## src/smx_pkg.sv

```systemverilog
`timescale 1ns / 1ps
`default_nettype none
// ----------------------------------------------------------------------------
// smx_pkg
// Shared types, sizes and codes of the stack machine executor.
// ----------------------------------------------------------------------------
package smx_pkg;

  localparam int STACK_DEPTH = 32;
  localparam int VAR_ENTRIES = 64;

  localparam int WORD_W  = 32;
  localparam int OP_W    = 5;
  localparam int FAULT_W = 3;
  localparam int DEPTH_W = 6;
  localparam int SP_W    = $clog2(STACK_DEPTH + 1);
  localparam int STK_AW  = (STACK_DEPTH > 1) ? $clog2(STACK_DEPTH) : 1;
  localparam int VC_W    = $clog2(VAR_ENTRIES + 1);
  localparam int VAR_AW  = (VAR_ENTRIES > 1) ? $clog2(VAR_ENTRIES) : 1;
  localparam int STEP_W  = $clog2(WORD_W);

  localparam int IN_TDATA_W  = 32;
  localparam int IN_TUSER_W  = 8;
  localparam int OUT_TDATA_W = 80;

  typedef enum logic [OP_W-1:0] {
    OP_POP     = 5'd0,
    OP_NEG     = 5'd1,
    OP_POW     = 5'd2,
    OP_MUL     = 5'd3,
    OP_DIV     = 5'd4,
    OP_ADD     = 5'd5,
    OP_SUB     = 5'd6,
    OP_LT      = 5'd7,
    OP_GT      = 5'd8,
    OP_LE      = 5'd9,
    OP_GE      = 5'd10,
    OP_NE      = 5'd11,
    OP_EQ      = 5'd12,
    OP_AND     = 5'd13,
    OP_OR      = 5'd14,
    OP_ASSIGN  = 5'd15,
    OP_JMP     = 5'd16,
    OP_BRZ     = 5'd17,
    OP_PUSHIMM = 5'd18,
    OP_PUSHVAR = 5'd19
  } op_t;

  typedef enum logic [FAULT_W-1:0] {
    FLT_OK         = 3'd0,
    FLT_UNDERFLOW  = 3'd1,
    FLT_OVERFLOW   = 3'd2,
    FLT_MISSING    = 3'd3,
    FLT_STORE_FULL = 3'd4,
    FLT_DIV_ZERO   = 3'd5
  } fault_t;

  typedef enum logic [3:0] {
    S_IDLE,
    S_DECODE,
    S_LOAD,
    S_EXEC,
    S_MUL,
    S_FIN_ACC,
    S_POW_A,
    S_POW_B,
    S_DIV,
    S_FIN_DIV,
    S_SCAN_RD,
    S_SCAN_CMP
  } state_t;

  // How the stack changes when an instruction completes.
  typedef enum logic [2:0] {
    C_NONE,
    C_POP,
    C_REPL1,
    C_REPL2,
    C_PUSH
  } commit_t;

  typedef enum logic [2:0] {
    RS_ALU,
    RS_ACC,
    RS_DIV,
    RS_TOP,
    RS_NEGTOP,
    RS_OPND,
    RS_VAR
  } res_sel_t;

  typedef struct packed {
    logic     load;
    logic     cap_a;
    logic     mul_init;
    logic     pow_init;
    logic     mul_acc;
    logic     mul_base;
    logic     div_init;
    logic     div_step;
    logic     scan_init;
    logic     idx_inc;
    logic     val_wr;
    logic     new_var;
    logic     done;
    fault_t   fault;
    logic     jump;
    commit_t  commit;
    res_sel_t res_sel;
  } cmd_t;

  typedef struct packed {
    logic [OP_W-1:0] op;
    logic            out_free;
    logic            cnt_lt2;
    logic            cnt_zero;
    logic            cnt_full;
    logic            top_zero;
    logic            exp_zero;
    logic            exp_lsb;
    logic            div_last;
    logic            vcnt_zero;
    logic            vfull;
    logic            key_hit;
    logic            scan_last;
  } sts_t;

endpackage
`default_nettype wire

```

## src/smx_ctrl.sv

```systemverilog
`timescale 1ns / 1ps
`default_nettype none
// ----------------------------------------------------------------------------
// smx_ctrl
// Sequencer that steps each instruction through the datapath.
// ----------------------------------------------------------------------------
module smx_ctrl (
  input  wire logic          clk,
  input  wire logic          rst_n,
  input  wire logic          in_tvalid,
  output logic               in_tready,
  input  wire smx_pkg::sts_t sts,
  output smx_pkg::cmd_t      cmd
);

  smx_pkg::state_t state_r, state_nxt;

  always_ff @(posedge clk) begin
    if (!rst_n) begin
      state_r <= smx_pkg::S_IDLE;
    end else begin
      state_r <= state_nxt;
    end
  end

  always_comb begin
    state_nxt   = state_r;
    cmd         = '0;
    cmd.fault   = smx_pkg::FLT_OK;
    cmd.commit  = smx_pkg::C_NONE;
    cmd.res_sel = smx_pkg::RS_ALU;
    in_tready   = 1'b0;
    case (state_r)
      smx_pkg::S_IDLE: begin
        in_tready = sts.out_free;
        if (in_tvalid && sts.out_free) begin
          cmd.load  = 1'b1;
          state_nxt = smx_pkg::S_DECODE;
        end
      end
      smx_pkg::S_DECODE: begin
        state_nxt = smx_pkg::S_IDLE;
        case (sts.op)
          smx_pkg::OP_POP, smx_pkg::OP_BRZ: begin
            if (sts.cnt_zero) begin
              cmd.done  = 1'b1;
              cmd.fault = smx_pkg::FLT_UNDERFLOW;
            end else begin
              state_nxt = smx_pkg::S_LOAD;
            end
          end
          smx_pkg::OP_NEG: begin
            cmd.done = 1'b1;
            if (sts.cnt_zero) begin
              cmd.fault = smx_pkg::FLT_UNDERFLOW;
            end else begin
              cmd.commit  = smx_pkg::C_REPL1;
              cmd.res_sel = smx_pkg::RS_NEGTOP;
            end
          end
          smx_pkg::OP_JMP: begin
            cmd.done = 1'b1;
            cmd.jump = 1'b1;
          end
          smx_pkg::OP_PUSHIMM: begin
            cmd.done = 1'b1;
            if (sts.cnt_full) begin
              cmd.fault = smx_pkg::FLT_OVERFLOW;
            end else begin
              cmd.commit  = smx_pkg::C_PUSH;
              cmd.res_sel = smx_pkg::RS_OPND;
            end
          end
          smx_pkg::OP_PUSHVAR: begin
            if (sts.vcnt_zero) begin
              cmd.done  = 1'b1;
              cmd.fault = smx_pkg::FLT_MISSING;
            end else begin
              cmd.scan_init = 1'b1;
              state_nxt     = smx_pkg::S_SCAN_RD;
            end
          end
          smx_pkg::OP_POW, smx_pkg::OP_MUL, smx_pkg::OP_DIV, smx_pkg::OP_ADD,
          smx_pkg::OP_SUB, smx_pkg::OP_LT, smx_pkg::OP_GT, smx_pkg::OP_LE,
          smx_pkg::OP_GE, smx_pkg::OP_NE, smx_pkg::OP_EQ, smx_pkg::OP_AND,
          smx_pkg::OP_OR, smx_pkg::OP_ASSIGN: begin
            if (sts.cnt_lt2) begin
              cmd.done  = 1'b1;
              cmd.fault = smx_pkg::FLT_UNDERFLOW;
            end else begin
              state_nxt = smx_pkg::S_LOAD;
            end
          end
          default: begin
            cmd.done = 1'b1;
          end
        endcase
      end
      smx_pkg::S_LOAD: begin
        cmd.cap_a = 1'b1;
        state_nxt = smx_pkg::S_EXEC;
      end
      smx_pkg::S_EXEC: begin
        state_nxt = smx_pkg::S_IDLE;
        case (sts.op)
          smx_pkg::OP_POP: begin
            cmd.done   = 1'b1;
            cmd.commit = smx_pkg::C_POP;
          end
          smx_pkg::OP_BRZ: begin
            cmd.done   = 1'b1;
            cmd.commit = smx_pkg::C_POP;
            cmd.jump   = sts.top_zero;
          end
          smx_pkg::OP_MUL: begin
            cmd.mul_init = 1'b1;
            state_nxt    = smx_pkg::S_MUL;
          end
          smx_pkg::OP_POW: begin
            cmd.pow_init = 1'b1;
            state_nxt    = smx_pkg::S_POW_A;
          end
          smx_pkg::OP_DIV: begin
            if (sts.top_zero) begin
              cmd.done  = 1'b1;
              cmd.fault = smx_pkg::FLT_DIV_ZERO;
            end else begin
              cmd.div_init = 1'b1;
              state_nxt    = smx_pkg::S_DIV;
            end
          end
          smx_pkg::OP_ASSIGN: begin
            if (sts.vcnt_zero) begin
              cmd.new_var = 1'b1;
              cmd.done    = 1'b1;
              cmd.commit  = smx_pkg::C_REPL2;
              cmd.res_sel = smx_pkg::RS_TOP;
            end else begin
              cmd.scan_init = 1'b1;
              state_nxt     = smx_pkg::S_SCAN_RD;
            end
          end
          default: begin
            cmd.done   = 1'b1;
            cmd.commit = smx_pkg::C_REPL2;
          end
        endcase
      end
      smx_pkg::S_MUL: begin
        cmd.mul_acc = 1'b1;
        state_nxt   = smx_pkg::S_FIN_ACC;
      end
      smx_pkg::S_FIN_ACC: begin
        cmd.done    = 1'b1;
        cmd.commit  = smx_pkg::C_REPL2;
        cmd.res_sel = smx_pkg::RS_ACC;
        state_nxt   = smx_pkg::S_IDLE;
      end
      smx_pkg::S_POW_A: begin
        if (sts.exp_zero) begin
          cmd.done    = 1'b1;
          cmd.commit  = smx_pkg::C_REPL2;
          cmd.res_sel = smx_pkg::RS_ACC;
          state_nxt   = smx_pkg::S_IDLE;
        end else begin
          cmd.mul_acc = sts.exp_lsb;
          state_nxt   = smx_pkg::S_POW_B;
        end
      end
      smx_pkg::S_POW_B: begin
        cmd.mul_base = 1'b1;
        state_nxt    = smx_pkg::S_POW_A;
      end
      smx_pkg::S_DIV: begin
        cmd.div_step = 1'b1;
        if (sts.div_last) begin
          state_nxt = smx_pkg::S_FIN_DIV;
        end
      end
      smx_pkg::S_FIN_DIV: begin
        cmd.done    = 1'b1;
        cmd.commit  = smx_pkg::C_REPL2;
        cmd.res_sel = smx_pkg::RS_DIV;
        state_nxt   = smx_pkg::S_IDLE;
      end
      smx_pkg::S_SCAN_RD: begin
        state_nxt = smx_pkg::S_SCAN_CMP;
      end
      smx_pkg::S_SCAN_CMP: begin
        state_nxt = smx_pkg::S_IDLE;
        if (sts.key_hit) begin
          cmd.done = 1'b1;
          if (sts.op == smx_pkg::OP_ASSIGN) begin
            cmd.val_wr  = 1'b1;
            cmd.commit  = smx_pkg::C_REPL2;
            cmd.res_sel = smx_pkg::RS_TOP;
          end else if (sts.cnt_full) begin
            cmd.fault = smx_pkg::FLT_OVERFLOW;
          end else begin
            cmd.commit  = smx_pkg::C_PUSH;
            cmd.res_sel = smx_pkg::RS_VAR;
          end
        end else if (sts.scan_last) begin
          cmd.done = 1'b1;
          if (sts.op != smx_pkg::OP_ASSIGN) begin
            cmd.fault = smx_pkg::FLT_MISSING;
          end else if (sts.vfull) begin
            cmd.fault = smx_pkg::FLT_STORE_FULL;
          end else begin
            cmd.new_var = 1'b1;
            cmd.commit  = smx_pkg::C_REPL2;
            cmd.res_sel = smx_pkg::RS_TOP;
          end
        end else begin
          cmd.idx_inc = 1'b1;
          state_nxt   = smx_pkg::S_SCAN_RD;
        end
      end
      default: begin
        state_nxt = smx_pkg::S_IDLE;
      end
    endcase
  end

endmodule
`default_nettype wire

```

## config.mk

```make
export PLATFORM = sky130hd
export DESIGN_NAME = smx_ctrl
export DESIGN_NICKNAME = d
export VERILOG_FILES = /design/src/smx_pkg.sv /design/src/smx_ctrl.sv
export SDC_FILE = /design/constraint.sdc
export NUM_CORES = 1
export LEC_CHECK = 0
export BUFFER_PORTS_ARGS = -buffer_cell sky130_fd_sc_hd__buf_2
export CORE_ASPECT_RATIO = 0.8
export CORE_UTILIZATION = 47
export CTS_BUF_LIST = sky130_fd_sc_hd__clkbuf_4 sky130_fd_sc_hd__clkbuf_8 sky130_fd_sc_hd__clkbuf_16
export DETAILED_ROUTE_END_ITERATION = 10
export GPL_TIMING_DRIVEN = 0
export PLACE_DENSITY = 0.8
export SYNTH_ARGS = -nofsm -noshare
export SYNTH_HDL_FRONTEND = slang
export SYNTH_SLANG_ARGS = --single-unit
```

## constraint.sdc

```tcl
create_clock -name clk -period 2.49 [get_ports clk]
set_clock_uncertainty 0.15 [all_clocks]
set_input_delay 0.3735 -clock clk [delete_from_list [all_inputs] [get_ports clk]]
set_output_delay 0.3735 -clock clk [all_outputs]
set_load 0.01 [all_outputs]
```

==> results.md <==
- The multi-input gate area in the final layout is 848 sq um.
- The layout cell share with drive strength beyond 1 is 0.374.
- The top-level I/O count is 44.
- The layout has 177 filler cells.
- The die boundary height is 42.9 microns.
- state_r holds more flip-flops than any other register.
- The mean routed wirelength per cell is 15.9 microns.
- In the routed design, unresolved DRC markers number 0.
- The routed layout has 1333 vias.
- The worst slew margin relative to its limit is 0.653.
- The number of rows created at floorplan is 14.
- The maximum clock frequency is 0.401 GHz.
- Dividing the detail-routed via count by the number of cells gives 6.32.
- The clock tree from TritonCTS is built.
- The number of antenna violations at the first check in global routing was 0.
- The total nets after synthesis is 162.
- The tool flagged a number of max-cap violations equal to 0.
- The class of the most critical setup path is reg -> out.
- The maximum fanout count along the critical path is 5.
- The most used flip-flop cell after synthesis is sky130_fd_sc_hd__dfxtp_1.
- At the worst endpoint, the required time is 1.97 ns.
- The finished layout cell area is 0.00130 sq mm.
- Clock-pin slew was measured on the worst setup and hold paths at 0.04 ns.
- The worst min-delay path class is in -> reg.
- Leaving out filler cells and counting taps, the final layout contains 211.
- In this run the number of H-tree levels came out at 1.
- The share of the Yosys chip area taken by registers is 0.0816.
- The startpoint identified for the worst hold timing path is rst_n.
- STA classifies the critical path endpoint as a primary output.
- The actual transition at the worst max-transition pin is 0.518 ns.
- The synthesized area is 981 sq um.
- Setup violations remaining at the end of the flow were counted as 1.
- The aggregate routed wire length is 3.35 mm.
- In this run the remaining antenna-violating nets after routing total 0.
- The area taken by flip-flops and latches is 85.1 sq um.
- The async set or reset register ratio after synthesis is 0.
- The initial cell density of the core is 0.509.
- The first-pass iteration count of the detailed router is 4.
- The smallest clock period supported by the final layout is computed as 2.49 ns.
- In this run, distinct cell masters in the synthesized netlist total 55.
- For this run the aggregate overflow at the end of global routing stands at 0.
- Detailed placement ended at an HPWL of 2.47 mm.
- The instance count after placement with tap cells included is 206.
- Before CTS, the worst setup slack after placement is 0.0888 ns.
- In this run the tool buffered the top-level ports with 40 buffer cells.
- The most critical setup path has its startpoint at state_r[3].
- The number of warning messages in the yosys log is 0.
- The maximum number of pins on one net before global-route repair is 11.
- The flip-flop and latch count after synthesis is 4.
- The launching element type of the critical path is a flip-flop.
- The total track usage is 0.302.
- 0 antenna diodes ended up in the layout.
- The number of enable flip-flop cells after synthesis is 0.
- In the synthesized netlist, the number of instances is 142.
- The number of buffers added by the clock tree synthesis step is 3.
- The tree is rooted in a sky130_fd_sc_hd__clkbuf_4.
- The maximum resistive drop on vdd is 0.203 mV.
- The number of global-route vias before repair came to 1099.
- On the final layout, the worst hold slack is 0.225 ns.
- The data arrival at the endpoint of the critical path is 1.97 ns.
- The first-pass GRT wire length is 5.18 mm.
- The flow ran to the end, but the final reports show violations.
- The static leakage is 0.583 nW.
- The total count of hold-check failures in the final report is 0.
- Measured along the x axis, the die boundary spans 53.1 microns.
- The flip-flop count of the largest register after layout is 4.
- The buffer levels on the longest clock path is 2.
- The DRC violation total after the first TritonRoute iteration is 59.
- The core region is 0.00193 sq mm.
- After detailed placement, the total cell area comes to 0.00121 sq mm.
- At the later pin of the worst-skew pair, clock insertion delay measures 0.25 ns.
- In the final layout, the registers with the most flip-flops are state_r x4.
- The setup total negative slack is -0.00293 ns.
- In this run the critical register-to-register path is launched from state_r[3].
- The share of the clock period used by the worst path is 1.00.
- The die outline area is 0.00227 sq mm.
- Counting every sink on the clock net gives 4.
- A synthesized cell averages 6.91 sq um.
- The number of slew-limit violations in the final report is 0.
- Setup repair after global routing could not meet its margin everywhere.
- The power density over the cells is 232 mW/mm^2.
- The relative area change from synthesis to final layout is 32.8%.
- Once layout is complete, the utilization of the core stands at 0.676.
- Routability-driven placement finished with a final weighted congestion of 0.889.
- The overall power after layout is 0.302 mW.
- The final reports fail on setup timing.
- The post-layout net count is 209.
- After layout, the worst setup slack is -0.00293 ns.
## where the power goes
| group | internal, mW | switching [mW] |
|---|---|---|
| registers | 0.0676 | 0.00545 |
| clock network | 0.0542 | 0.0310 |
| logic | 0.0619 | 0.0818 |
## synthesized netlist by cell type, types with 5 or more instances
master,instances,share of area
sky130_fd_sc_hd__nor4_1,5,0.032
sky130_fd_sc_hd__nor3_1,6,0.031
sky130_fd_sc_hd__nand2b_1,6,0.038
sky130_fd_sc_hd__nand3_1,8,0.041
sky130_fd_sc_hd__and3_1,5,0.032
sky130_fd_sc_hd__nor2b_1,9,0.057
sky130_fd_sc_hd__a21oi_1,6,0.031
sky130_fd_sc_hd__nor2_1,11,0.042
sky130_fd_sc_hd__nand2_1,5,0.019
sky130_fd_sc_hd__clkbuf_1,6,0.023
sky130_fd_sc_hd__o21ai_0,7,0.036
## routing by layer
layer	wire length, microns	up-vias	GRT usage
li1	-	641	-
met4	49	0	0.0684
met1	1470	602	0.434
met3	271	8	0.0215
met5	0	-	0
met2	1560	82	0.484
## layout make-up
class | instances | share of cell area
timing repair buffer | 43 | 0.174
clock buffer | 3 | 0.0173
sequential | 4 | 0.0653
tap | 24 | 0.0231
inverter | 4 | 0.0115
buffer | 12 | 0.0576
multi-input combinational | 121 | 0.651
## final timing paths
kind | to | slack, ns | cells past startpoint
worst max-delay path | cmd[10] | -0.003 | 6
worst max register to register | state_r[1] | 0.73 | 5
worst min-delay path | state_r[3] | 0.23 | 2
worst min register to register | state_r[1] | 0.56 | 3
## placed cells by master, fill, tap and decap left out, types with 2 or more instances in the layout
master / count
sky130_fd_sc_hd__and4b_1: 2
sky130_fd_sc_hd__o21ai_0: 6
sky130_fd_sc_hd__nor4b_1: 3
sky130_fd_sc_hd__nor3b_1: 2
sky130_fd_sc_hd__a31oi_1: 4
sky130_fd_sc_hd__o211ai_1: 2
sky130_fd_sc_hd__nor3_2: 2
sky130_fd_sc_hd__dfxtp_2: 4
sky130_fd_sc_hd__and3_1: 5
sky130_fd_sc_hd__clkbuf_1: 5
sky130_fd_sc_hd__nor4_1: 4
sky130_fd_sc_hd__buf_4: 2
sky130_fd_sc_hd__nor3_1: 5
sky130_fd_sc_hd__nand2b_1: 6
sky130_fd_sc_hd__buf_6: 4
sky130_fd_sc_hd__buf_2: 42
sky130_fd_sc_hd__a21oi_1: 6
sky130_fd_sc_hd__nand2_1: 5
sky130_fd_sc_hd__nand4_1: 2
sky130_fd_sc_hd__inv_1: 4
sky130_fd_sc_hd__clkbuf_4: 4
sky130_fd_sc_hd__nor2_1: 11
sky130_fd_sc_hd__o31a_1: 2
sky130_fd_sc_hd__nor2b_1: 9
sky130_fd_sc_hd__o21ai_1: 3
sky130_fd_sc_hd__nand3_1: 8
## critical path: stages (launching register included)
cell and delay [ns]:
sky130_fd_sc_hd__dfxtp_2 0.34, sky130_fd_sc_hd__buf_6 0.11, sky130_fd_sc_hd__and4bb_2 0.26, sky130_fd_sc_hd__and2_4 0.17, sky130_fd_sc_hd__a211oi_2 0.22, sky130_fd_sc_hd__or4b_4 0.49
sky130_fd_sc_hd__buf_6 0.14
## logic make-up (layout without fill, tap and decap cells)
kind of cell           Yosys count  in the layout  synth area share
AO/OA/AOI/OAI                   39             39             0.300
XOR/XNOR                         1              1           0.00893
buffers and inverters           17             62            0.0867
flip-flops                       4              4            0.0816
multiplexers                     2              2            0.0217
AND/OR/NAND/NOR                 79             79             0.501
## repair_timing
action,in CTS,in global routing
gates resized for setup,3,13
hold buffers,0,0
gates cloned,0,1
setup endpoints to repair,6,6
pin swaps,1,2
hold endpoints to repair,0,0
buffers inserted,1,1
No activity file was read; power rests on OpenSTA's default activity.
